## config.mk

```make
export PLATFORM = sky130hd
export DESIGN_NAME = pms_ctrl
export DESIGN_NICKNAME = d
export VERILOG_FILES = /design/src/hw/rtl/pms_pkg.sv /design/src/hw/rtl/pms_ctrl.sv
export SDC_FILE = /design/constraint.sdc
export NUM_CORES = 1
export LEC_CHECK = 0
export BUFFER_PORTS_ARGS = -buffer_cell sky130_fd_sc_hd__buf_2
export CORE_AREA = 2 2 39 41
export DETAILED_ROUTE_END_ITERATION = 7
export DIE_AREA = 0 0 41 43
export PLACE_DENSITY = 0.65
export SYNTH_ARGS = -nofsm -noshare
export SYNTH_HDL_FRONTEND = slang
export SYNTH_SLANG_ARGS = --single-unit
```

## constraint.sdc

```tcl
create_clock -name aclk -period 2.1 [get_ports aclk]
set_input_delay 0.63 -clock aclk [delete_from_list [all_inputs] [get_ports aclk]]
set_output_delay 0.63 -clock aclk [all_outputs]
set_load 0.05 [all_outputs]
```

## src/hw/rtl/pms_pkg.sv

```systemverilog
// Package for the pointer motion smoother.
// Holds configuration indexes, shared types and controller/datapath commands.
// No dependencies.
package pms_pkg;

    localparam int FRACTION_BITS_DEF = 16;

    localparam logic [2:0] CFG_X_GAIN       = 3'd0;
    localparam logic [2:0] CFG_Y_GAIN       = 3'd1;
    localparam logic [2:0] CFG_HAND_SIDE    = 3'd2;
    localparam logic [2:0] CFG_SMOOTH_ALPHA = 3'd3;
    localparam logic [2:0] CFG_RISE_RATE    = 3'd4;
    localparam logic [2:0] CFG_FALL_RATE    = 3'd5;
    localparam logic [2:0] CFG_ACCEL_SCALE  = 3'd6;

    typedef struct packed {
        logic [11:0] x_gain;
        logic [11:0] y_gain;
        logic        hand_side;
        logic [15:0] smooth_alpha;
        logic [15:0] rise_rate;
        logic [15:0] fall_rate;
        logic [15:0] accel_scale;
    } cfg_t;

    typedef enum logic [3:0] {
        OP_NONE,
        OP_AX,
        OP_AY,
        OP_SQX,
        OP_SQY,
        OP_ENV,
        OP_FAC,
        OP_SCX,
        OP_SCY
    } op_t;

    typedef enum logic [4:0] {
        ST_IDLE,
        ST_GAIN,
        ST_AX,
        ST_AX_WB,
        ST_AY,
        ST_AY_WB,
        ST_SQX,
        ST_SQX_WB,
        ST_SQY,
        ST_SQY_WB,
        ST_ROOT,
        ST_ROOT_WAIT,
        ST_ENV,
        ST_ENV_WB,
        ST_FAC,
        ST_FAC_WB,
        ST_SCX,
        ST_SCX_WB,
        ST_SCY,
        ST_SCY_WB,
        ST_ROUND,
        ST_OUT
    } state_t;

    typedef struct packed {
        logic load_in;
        logic gain;
        op_t  mul_op;
        op_t  wb_op;
        logic root_start;
        logic round;
        logic out_load;
    } cmd_t;

    typedef struct packed {
        logic root_busy;
    } status_t;

    typedef struct packed {
        logic [7:0] move_x;
        logic [7:0] move_y;
        logic       moved;
    } res_t;

endpackage

```

## src/hw/rtl/pms_ctrl.sv

```systemverilog
// Controller: sequences one report through the datapath operations.
// Depends on pms_pkg.
module pms_ctrl
    import pms_pkg::*;
(
    input  logic    aclk,
    input  logic    aresetn,
    input  logic    in_valid,
    output logic    in_ready,
    input  logic    out_free,
    input  status_t status,
    output cmd_t    cmd
);

    state_t state_reg, state_next;

    always_ff @(posedge aclk) begin
        if (!aresetn) begin
            state_reg <= ST_IDLE;
        end else begin
            state_reg <= state_next;
        end
    end

    always_comb begin
        state_next     = state_reg;
        cmd            = '0;
        cmd.mul_op     = OP_NONE;
        cmd.wb_op      = OP_NONE;
        in_ready       = 1'b0;
        case (state_reg)
            ST_IDLE: begin
                in_ready    = 1'b1;
                cmd.load_in = in_valid;
                if (in_valid) begin
                    state_next = ST_GAIN;
                end
            end
            ST_GAIN: begin
                cmd.gain   = 1'b1;
                state_next = ST_AX;
            end
            ST_AX:     begin cmd.mul_op = OP_AX;  state_next = ST_AX_WB;  end
            ST_AX_WB:  begin cmd.wb_op  = OP_AX;  state_next = ST_AY;     end
            ST_AY:     begin cmd.mul_op = OP_AY;  state_next = ST_AY_WB;  end
            ST_AY_WB:  begin cmd.wb_op  = OP_AY;  state_next = ST_SQX;    end
            ST_SQX:    begin cmd.mul_op = OP_SQX; state_next = ST_SQX_WB; end
            ST_SQX_WB: begin cmd.wb_op  = OP_SQX; state_next = ST_SQY;    end
            ST_SQY:    begin cmd.mul_op = OP_SQY; state_next = ST_SQY_WB; end
            ST_SQY_WB: begin cmd.wb_op  = OP_SQY; state_next = ST_ROOT;   end
            ST_ROOT: begin
                cmd.root_start = 1'b1;
                state_next     = ST_ROOT_WAIT;
            end
            ST_ROOT_WAIT: begin
                if (!status.root_busy) begin
                    state_next = ST_ENV;
                end
            end
            ST_ENV:    begin cmd.mul_op = OP_ENV; state_next = ST_ENV_WB; end
            ST_ENV_WB: begin cmd.wb_op  = OP_ENV; state_next = ST_FAC;    end
            ST_FAC:    begin cmd.mul_op = OP_FAC; state_next = ST_FAC_WB; end
            ST_FAC_WB: begin cmd.wb_op  = OP_FAC; state_next = ST_SCX;    end
            ST_SCX:    begin cmd.mul_op = OP_SCX; state_next = ST_SCX_WB; end
            ST_SCX_WB: begin cmd.wb_op  = OP_SCX; state_next = ST_SCY;    end
            ST_SCY:    begin cmd.mul_op = OP_SCY; state_next = ST_SCY_WB; end
            ST_SCY_WB: begin cmd.wb_op  = OP_SCY; state_next = ST_ROUND;  end
            ST_ROUND: begin
                cmd.round  = 1'b1;
                state_next = ST_OUT;
            end
            ST_OUT: begin
                // hold until the output register can take the result
                if (out_free) begin
                    cmd.out_load = 1'b1;
                    state_next   = ST_IDLE;
                end
            end
            default: begin
                state_next = ST_IDLE;
            end
        endcase
    end

endmodule

```

# Yosys cells after proc, flatten, opt, wreduce, memory -nomap -nowiden
# Index checks and enable logic that the tools add are counted.
dict set report op_classes {
  eq_ne 24
  mux 13
  n_reduce_logical 2
}
# cell count
set op_table {}
lappend op_table {{$pmux W5 S22} 1}
lappend op_table {{$pmux W4 S8} 2}
lappend op_table {{$eq A5 B4 Y1 const B} 8}
lappend op_table {{$eq A5 B5 Y1 const B} 6}
lappend op_table {{$eq A5 B3 Y1 const B} 4}
lappend op_table {{$mux W5} 3}
lappend op_table {{$eq A5 B2 Y1 const B} 2}
lappend op_table {{$mux W1} 7}
lappend op_table {{$ne A2 B2 Y1 const B} 3}
lappend op_table {{$eq A5 B1 Y1 const B} 1}
lappend op_table {{$logic_not A5 Y1} 1}
lappend op_table {{$reduce_and A3 Y1} 1}
dict set report totals {
  reg_bits 5
  input_bits 5
  out_inout_bits 14
  wordCells 40
}

# Depth between registers and ports, before layout
# Gate-level depths: netlist of the first run.
dict set report logic_depth {
  word_depth 3
  ltp_mapped 5
  mapped_depth_nobuf 3
}

# Worst setup path before layout of the first run
# OpenSTA, ideal clock, no wires.
dict set report synth_timing {
  path_kind {register to output}
  start {register state_reg[1]}
  end {output cmd[3] (netlist bit)}
  arrival_ns 2.008
  t_required_ns 1.470
  path_slack_ns -0.538
  path_stages_with_launch 3
  path_buffers 0
  cell_sequence {dfxtp_1 or4b_1 a21boi_0}
}
# element line_no
set synth_rtl {}
lappend synth_rtl {{start, declared} pms_ctrl.sv:15} ;# state_t state_reg, state_next;
lappend synth_rtl {{start signal, assigned} pms_ctrl.sv:21} ;# state_reg <= state_next;
lappend synth_rtl {{end, declared} pms_ctrl.sv:12} ;# output cmd_t cmd

==> results of run 1 <==
[path summary, 6_finish.rpt]
kind,depth (start not counted),startpoint,slack [ps],end
worst max register to register,6,state_reg[1],480,state_reg[0]
worst min-delay path,2,state_reg[0],590,state_reg[4]
worst min register to register,2,state_reg[0],590,state_reg[4]
worst max-delay path,4,state_reg[3],-130,cmd[4]
[worst reg2reg max path, stage by stage (launching register included)]
cell and delay, ps:
dfxtp_2 320, buf_6 130, buf_8 120, nand3b_1 230
buf_4 180, or3_1 380, a31oi_1 170
[kinds of logic after synthesis]
| group | Yosys count | synth area share, % |
|---|---|---|
| flops | 5 | 19.4 |
| simple gates | 36 | 42.6 |
| compound gates | 18 | 24.9 |
| xor+xnor | 2 | 3.39 |
| buf+inv | 10 | 9.69 |
[final cells by class]
| cell class | instances | share of cell area (%) |
|---|---|---|
| sequential | 5 | 11.3 |
| multi-input combinational | 56 | 48.1 |
| tap | 16 | 2.15 |
| inverter | 3 | 1.21 |
| clock buffer | 4 | 2.82 |
| timing repair buffer | 34 | 34.5 |
[routing by layer]
layer  vias up  track usage (%)  part of all wire [%]
li1        315                -                     -
met3         2             6.28                   3.4
met1       302             26.9                    45
met5         -                0                     0
met4         0             5.33                  0.35
met2        10             29.4                    51
[layout by cell type, fill, tap and decap left out, types with 2 or more instances in the layout]
| cell | instances |
|---|---|
| nand3b_1 | 2 |
| xor2_1 | 2 |
| nor3_2 | 3 |
| nor2b_1 | 2 |
| and4b_1 | 2 |
| buf_2 | 6 |
| nor2_1 | 3 |
| nand2b_1 | 3 |
| clkbuf_4 | 4 |
| buf_6 | 13 |
| nor2b_2 | 3 |
| dfxtp_2 | 4 |
| nor2_4 | 2 |
| nor3_1 | 3 |
| a21oi_1 | 3 |
| inv_1 | 3 |
| o21ai_0 | 6 |
| nand4_1 | 3 |
| buf_8 | 2 |
| nand3_1 | 2 |
| buf_4 | 11 |
| a31oi_1 | 2 |
[stage by stage]
| stage | instance area [um^2] | power [W] |
|---|---|---|
| finish | 932 | 0.000518 |
| global route | 932 | 0.000545 |
| CTS | 836 | 0.000469 |
| detailed placement | 709 | 0.000320 |
| global placement | 709 | 0.000320 |
| floorplan | 556 | 0.000266 |
[power groups by stage]
stage	combinational [W]	clock, W	sequential, W
2_1_floorplan	0.000155	0	0.000112
3_3_place_gp	0.000207	0	0.000113
3_5_place_dp	0.000207	0	0.000113
4_1_cts	0.000241	0.000116	0.000113
5_1_grt	0.000305	0.000124	0.000116
6_report	0.000289	0.000115	0.000115
[timing repair]
item                                   in CTS  in global routing
endpoints found under the hold margin       0                  0
cloned                                      0                  1
gates resized for setup                    31                 13
setup endpoints to repair                  11                 12
buffers inserted                            0                  4
pin swaps                                   3                  3
==> metrics.yaml, run 1 <==
timing:
  fin_setup_tns_ps: -748
  period_share_pct: 106
  tightestPinTransition_ps: 351
  finalClockSkew_ps: 1.27
  setup_viol: 8
  period_minus_slack_ps: 2230
  whs_ps: 592
  setup_ws_ps: -130
  max_freq_mhz: 448
  slew_headroom_pct: 76.5
  maxSlewViolCount: 0
  hold_viol: 0
  rsz0062_at_grt: "true"
run_status:
  failed_checks: "negative setup slack"
  status: "finished, violations left"
worst_setup_path:
  path_buf_inv: 1
  cp.required_ps: 1470
  worstPathMaxFanout: 3
  crit_family: "simple AND/OR/NAND/NOR gates"
  end_kind: "output port"
  startpoint_type: "flop"
  worstSetupPathType: "flop to output port"
  critPathSlowestCell: "or4b_4"
  critPathArrivalTime_ps: 1600
  path_cells: "or4b_4 > o31a_1 > nor2b_2 > buf_6"
  max_stage_delay_ps: 560
yosys:
  async_flop_share_pct: 0
  synth_top_area_cell: "dfxtp_1"
  synth_common_cells: "nor2_1, nor3_1, o21ai_0, dfxtp_1, nor2b_1"
  synthFlopType: "dfxtp_1"
  synthCells: 71
  syn_nets: 76
  synth_top_area_share_pct: 19.4
  ys_ff_latch: 5
  synth_area_um2: 517
  syn_area_per_cell_um2: 7.28
  synth-edff-count: 0
  yosysUniqueCellTypes: 28
  yosysSeqAreaShare_pct: 19.4
  yosysWarnings: 0
  yosys-top-cells-area: "dfxtp_1, nor2b_1, nor3_1"
power_and_ir_drop:
  power.share.combinational_pct: 55.7
  p_leak_nw: 0.401
  ir_drop_mv: 0.281
  internal_power_w: 0.000308
  clockPowerShare_pct: 22.1
  p_seq_share_pct: 22.2
  powerDensity_nw_per_um2: 556
  p_switching_w: 0.000210
  swShare_pct: 40.5
cts:
  clock_latency_ps: 250
  cts_hold_buf: 0
  clockBufferDepth: 2
  clock_sinks: 5
  cts_tree: "yes"
  cts_root_buf: "clkbuf_4"
  htree_levels: 1
  cts.clk_slew.worst_paths_ps: 40
  numCtsBuffers: 3
detailed_routing:
  wl_per_cell_um: 14.6
  route.detailed.drc: 0
  num_vias: 629
  drtIter0Drc: 12
  drtAntennaViolNets: 0
  wirelength_um: 1720
  dr.pass1.iters: 4
  via_per_inst: 5.33
die:
  core_region_area_um2: 1380
  die_w_um: 41
  die_h_um: 43
  die_area_um2: 1760
  ios: 19
  initial_core_util_pct: 37.3
  num_rows: 14
flow_run:
  maxCapViolations: 0
placement:
  port_buffers: 18
  place_congestion: 0.801
  pre_cts_ws_ps: 2.97
  dp_hpwl_um: 970
  dp.cells: 109
grt:
  grt-ovfl-total: 0
  antenna_found_initial: 0
  grt_use_total_pct: 19.8
  grt_pass1_wl_um: 2440
  grt_max_degree: 20
  grt_pass1_vias: 575
final_layout:
  final_util_pct: 67.4
  fin_cells: 118
  nFillCells: 101
  seq_area_um2: 105
  num_antenna_cells: 0
  area_growth_pct: 80.4
  multi_input_area_um2: 448
  drive_gt1_share_pct: 57.8
  nets: 108
  largest_reg_flops: 5
worst_hold_path:
  hold_path.class: "flop to flop"
Power figures use the tool's default switching activity.
==> inputs of run 2 (changes only) <==
--- a/config.mk
+++ b/config.mk
@@ -7,6 +7,7 @@
 export LEC_CHECK = 0
 export BUFFER_PORTS_ARGS = -buffer_cell sky130_fd_sc_hd__buf_2
 export CORE_AREA = 2 2 39 41
+export CTS_BUF_LIST = sky130_fd_sc_hd__clkbuf_16
 export DETAILED_ROUTE_END_ITERATION = 7
 export DIE_AREA = 0 0 41 43
 export PLACE_DENSITY = 0.65
==> metrics.yaml, run 2 (synthesis results as in run 1) <==
power_and_ir_drop:
  powerDensity_nw_per_um2: 718  # +29%
  p_leak_nw: 0.440  # +9.9%
  ir_drop_mv: 0.484  # +72%
detailed_routing:
  route.detailed.drc: 0  # unchanged
  via_per_inst: 5.36  # +0.52%
  wl_per_cell_um: 15.0  # +3.2%
  dr.pass1.iters: 4  # unchanged
  drtAntennaViolNets: 0  # unchanged
  num_vias: 643  # +2.2%
  drtIter0Drc: 30  # +18
  wirelength_um: 1810  # +4.9%
timing:
  rsz0062_at_grt: "true"
  setup_viol: 7  # -1
  max_freq_mhz: 452  # +0.90%
  tightestPinTransition_ps: 357  # +6.51 ps
  hold_viol: 0  # unchanged
  period_minus_slack_ps: 2210  # -19.8 ps
  fin_setup_tns_ps: -595  # +153 ps
  slew_headroom_pct: 76.1  # -0.44 points
  maxSlewViolCount: 0  # unchanged
  whs_ps: 613  # +21.3 ps
  setup_ws_ps: -110  # +19.8 ps
  period_share_pct: 105  # -0.94 points
  finalClockSkew_ps: 0.829  # -0.443 ps
cts:
  clockBufferDepth: 2  # unchanged
  numCtsBuffers: 3  # unchanged
  htree_levels: 1  # unchanged
  clock_latency_ps: 230  # -20 ps
  cts.clk_slew.worst_paths_ps: 30  # about the same
  cts_tree: "yes"
  cts_root_buf: "clkbuf_16"
  clock_sinks: 5  # unchanged
placement:
  place_congestion: 0.801  # unchanged
  port_buffers: 18  # unchanged
  dp_hpwl_um: 970  # unchanged
  pre_cts_ws_ps: 2.97  # unchanged
worst_setup_path:
  path_cells: "or4b_4 > o31a_1 > nor2b_2 > buf_6"
  r2r_end: "state_reg[0]"
  r2r-start: "state_reg[1]"
  reg2reg_slack_ps: 450  # -30 ps
  critPathSlowestCell: "or4b_4"
  r2r_cells: 6  # unchanged
  critPathArrivalTime_ps: 1580  # -20 ps
  worstPathMaxFanout: 3  # unchanged
  cp-startpoint: "state_reg[3]"
  max_stage_delay_ps: 560  # about the same
  end_kind: "output port"
  worstSetupPathType: "flop to output port"
  cp.required_ps: 1470  # about the same
  startpoint_type: "flop"
die:
  ios: 19  # unchanged
  die_w_um: 41  # unchanged
  die_area_um2: 1760  # unchanged
  core_region_area_um2: 1380  # unchanged
  initial_core_util_pct: 37.3  # unchanged
  die_h_um: 43  # unchanged
  num_rows: 14  # unchanged
final_layout:
  largest_reg_flops: 5  # unchanged
  area_growth_pct: 92.3
  final_cell_mix: "buf_6, buf_4, o21ai_0, buf_2"
  nets: 110  # +1.9%
  num_antenna_cells: 0  # unchanged
  final_util_pct: 71.8  # +4.4 points
  drive_gt1_share_pct: 57.7  # -0.15 points
  final_common_cell: "buf_6"
worst_hold_path:
  hold_path.class: "flop to flop"
  min_to: "state_reg[3]"
  hold_path_startpoint: "state_reg[4]"
  hold_depth: 2  # unchanged
grt:
  grt-ovfl-total: 0  # unchanged
  grt_max_degree: 20  # unchanged
  grt_pass1_wl_um: 2510  # +2.8%
  antenna_found_initial: 0  # unchanged
  grt_pass1_vias: 589  # +2.4%
  grt_use_total_pct: 21.1  # +1.3 points
run_status:
  failed_checks: "negative setup slack"
  status: "finished, violations left"
flow_run:
  maxCapViolations: 0  # unchanged
## run 2: changes by cell type in the layout (fill, tap and decap cells not counted), sizes merged
cell / previous run / this run
inv: 3 / 4
clkbuf: 6 / 5
buf: 32 / 34
## run 2: worst max-delay path, delay by kind of cell, from the launching register on
family                 cells  cell delay, ps
AO/OA/AOI/OAI              1             170
AND/OR/NAND/NOR            2             700
flip-flops                 1             320
buffers and inverters      1             160
## run 2: worst max path at each step
| stage | end | slack, ps | cells past startpoint |
|---|---|---|---|
| 2_1_floorplan | cmd[7] | -180 | 2 |
| 5_1_grt | cmd[3] | -150 | 4 |
| 3_5_place_dp | cmd[5] | 3 | 4 |
| 4_1_cts | cmd[7] | -90 | 4 |
| 3_3_place_gp | cmd[5] | 30 | 4 |
| 6_report | cmd[4] | -110 | 4 |
## run 2: area by class of cell
| cell class | instances | area (um^2) |
|---|---|---|
| clock buffer | 3 | 75.1 |
| tap | 16 | 20.0 |
| clock inverter | 1 | 3.75 |
| sequential | 5 | 105 |
| multi-input combinational | 56 | 438 |
| fill | 94 | 390 |
| inverter | 3 | 11.3 |
| timing repair buffer | 36 | 340 |
## run 2: power breakdown
part / leakage, nW / switching, W / internal, W
sequential: 0.0427 / 0.0000110 / 0.000104
clock: 0.0423 / 0.0000626 / 0.000247
combinational: 0.355 / 0.000155 / 0.000135
total: 0.440 / 0.000228 / 0.000485
## run 2: repair_timing
action / 4_1_cts / 5_1_grt
endpoints found under the setup margin: 11 / 11
pin swaps: 4 / 4
cloned: 0 / 1
buffers inserted: 0 / 6
hold buffers: 0 / 0
gates resized for setup: 32 / 11
## run 2: per-stage QoR
| step | total power, W | area (um^2) | instances |
|---|---|---|---|
| 6_report | 0.000714 | 993 | 120 |
| 5_1_grt | 0.000744 | 993 | 120 |
| 4_1_cts | 0.000670 | 892 | 113 |
| 3_5_place_dp | 0.000320 | 709 | 109 |
| 3_3_place_gp | 0.000320 | 709 | 109 |
| 2_1_floorplan | 0.000266 | 556 | 71 |
## run 2: layer usage
layer / GRT usage [%] / routed length (um) / vias to the layer above / share of wire, %
li1: - / - / 320 / -
met1: 25.3 / 762 / 303 / 42
met2: 32.2 / 935 / 16 / 52
met3: 9.42 / 89 / 4 / 4.9
met4: 7.33 / 18 / 0 / 1.0
met5: 0 / 0 / - / 0
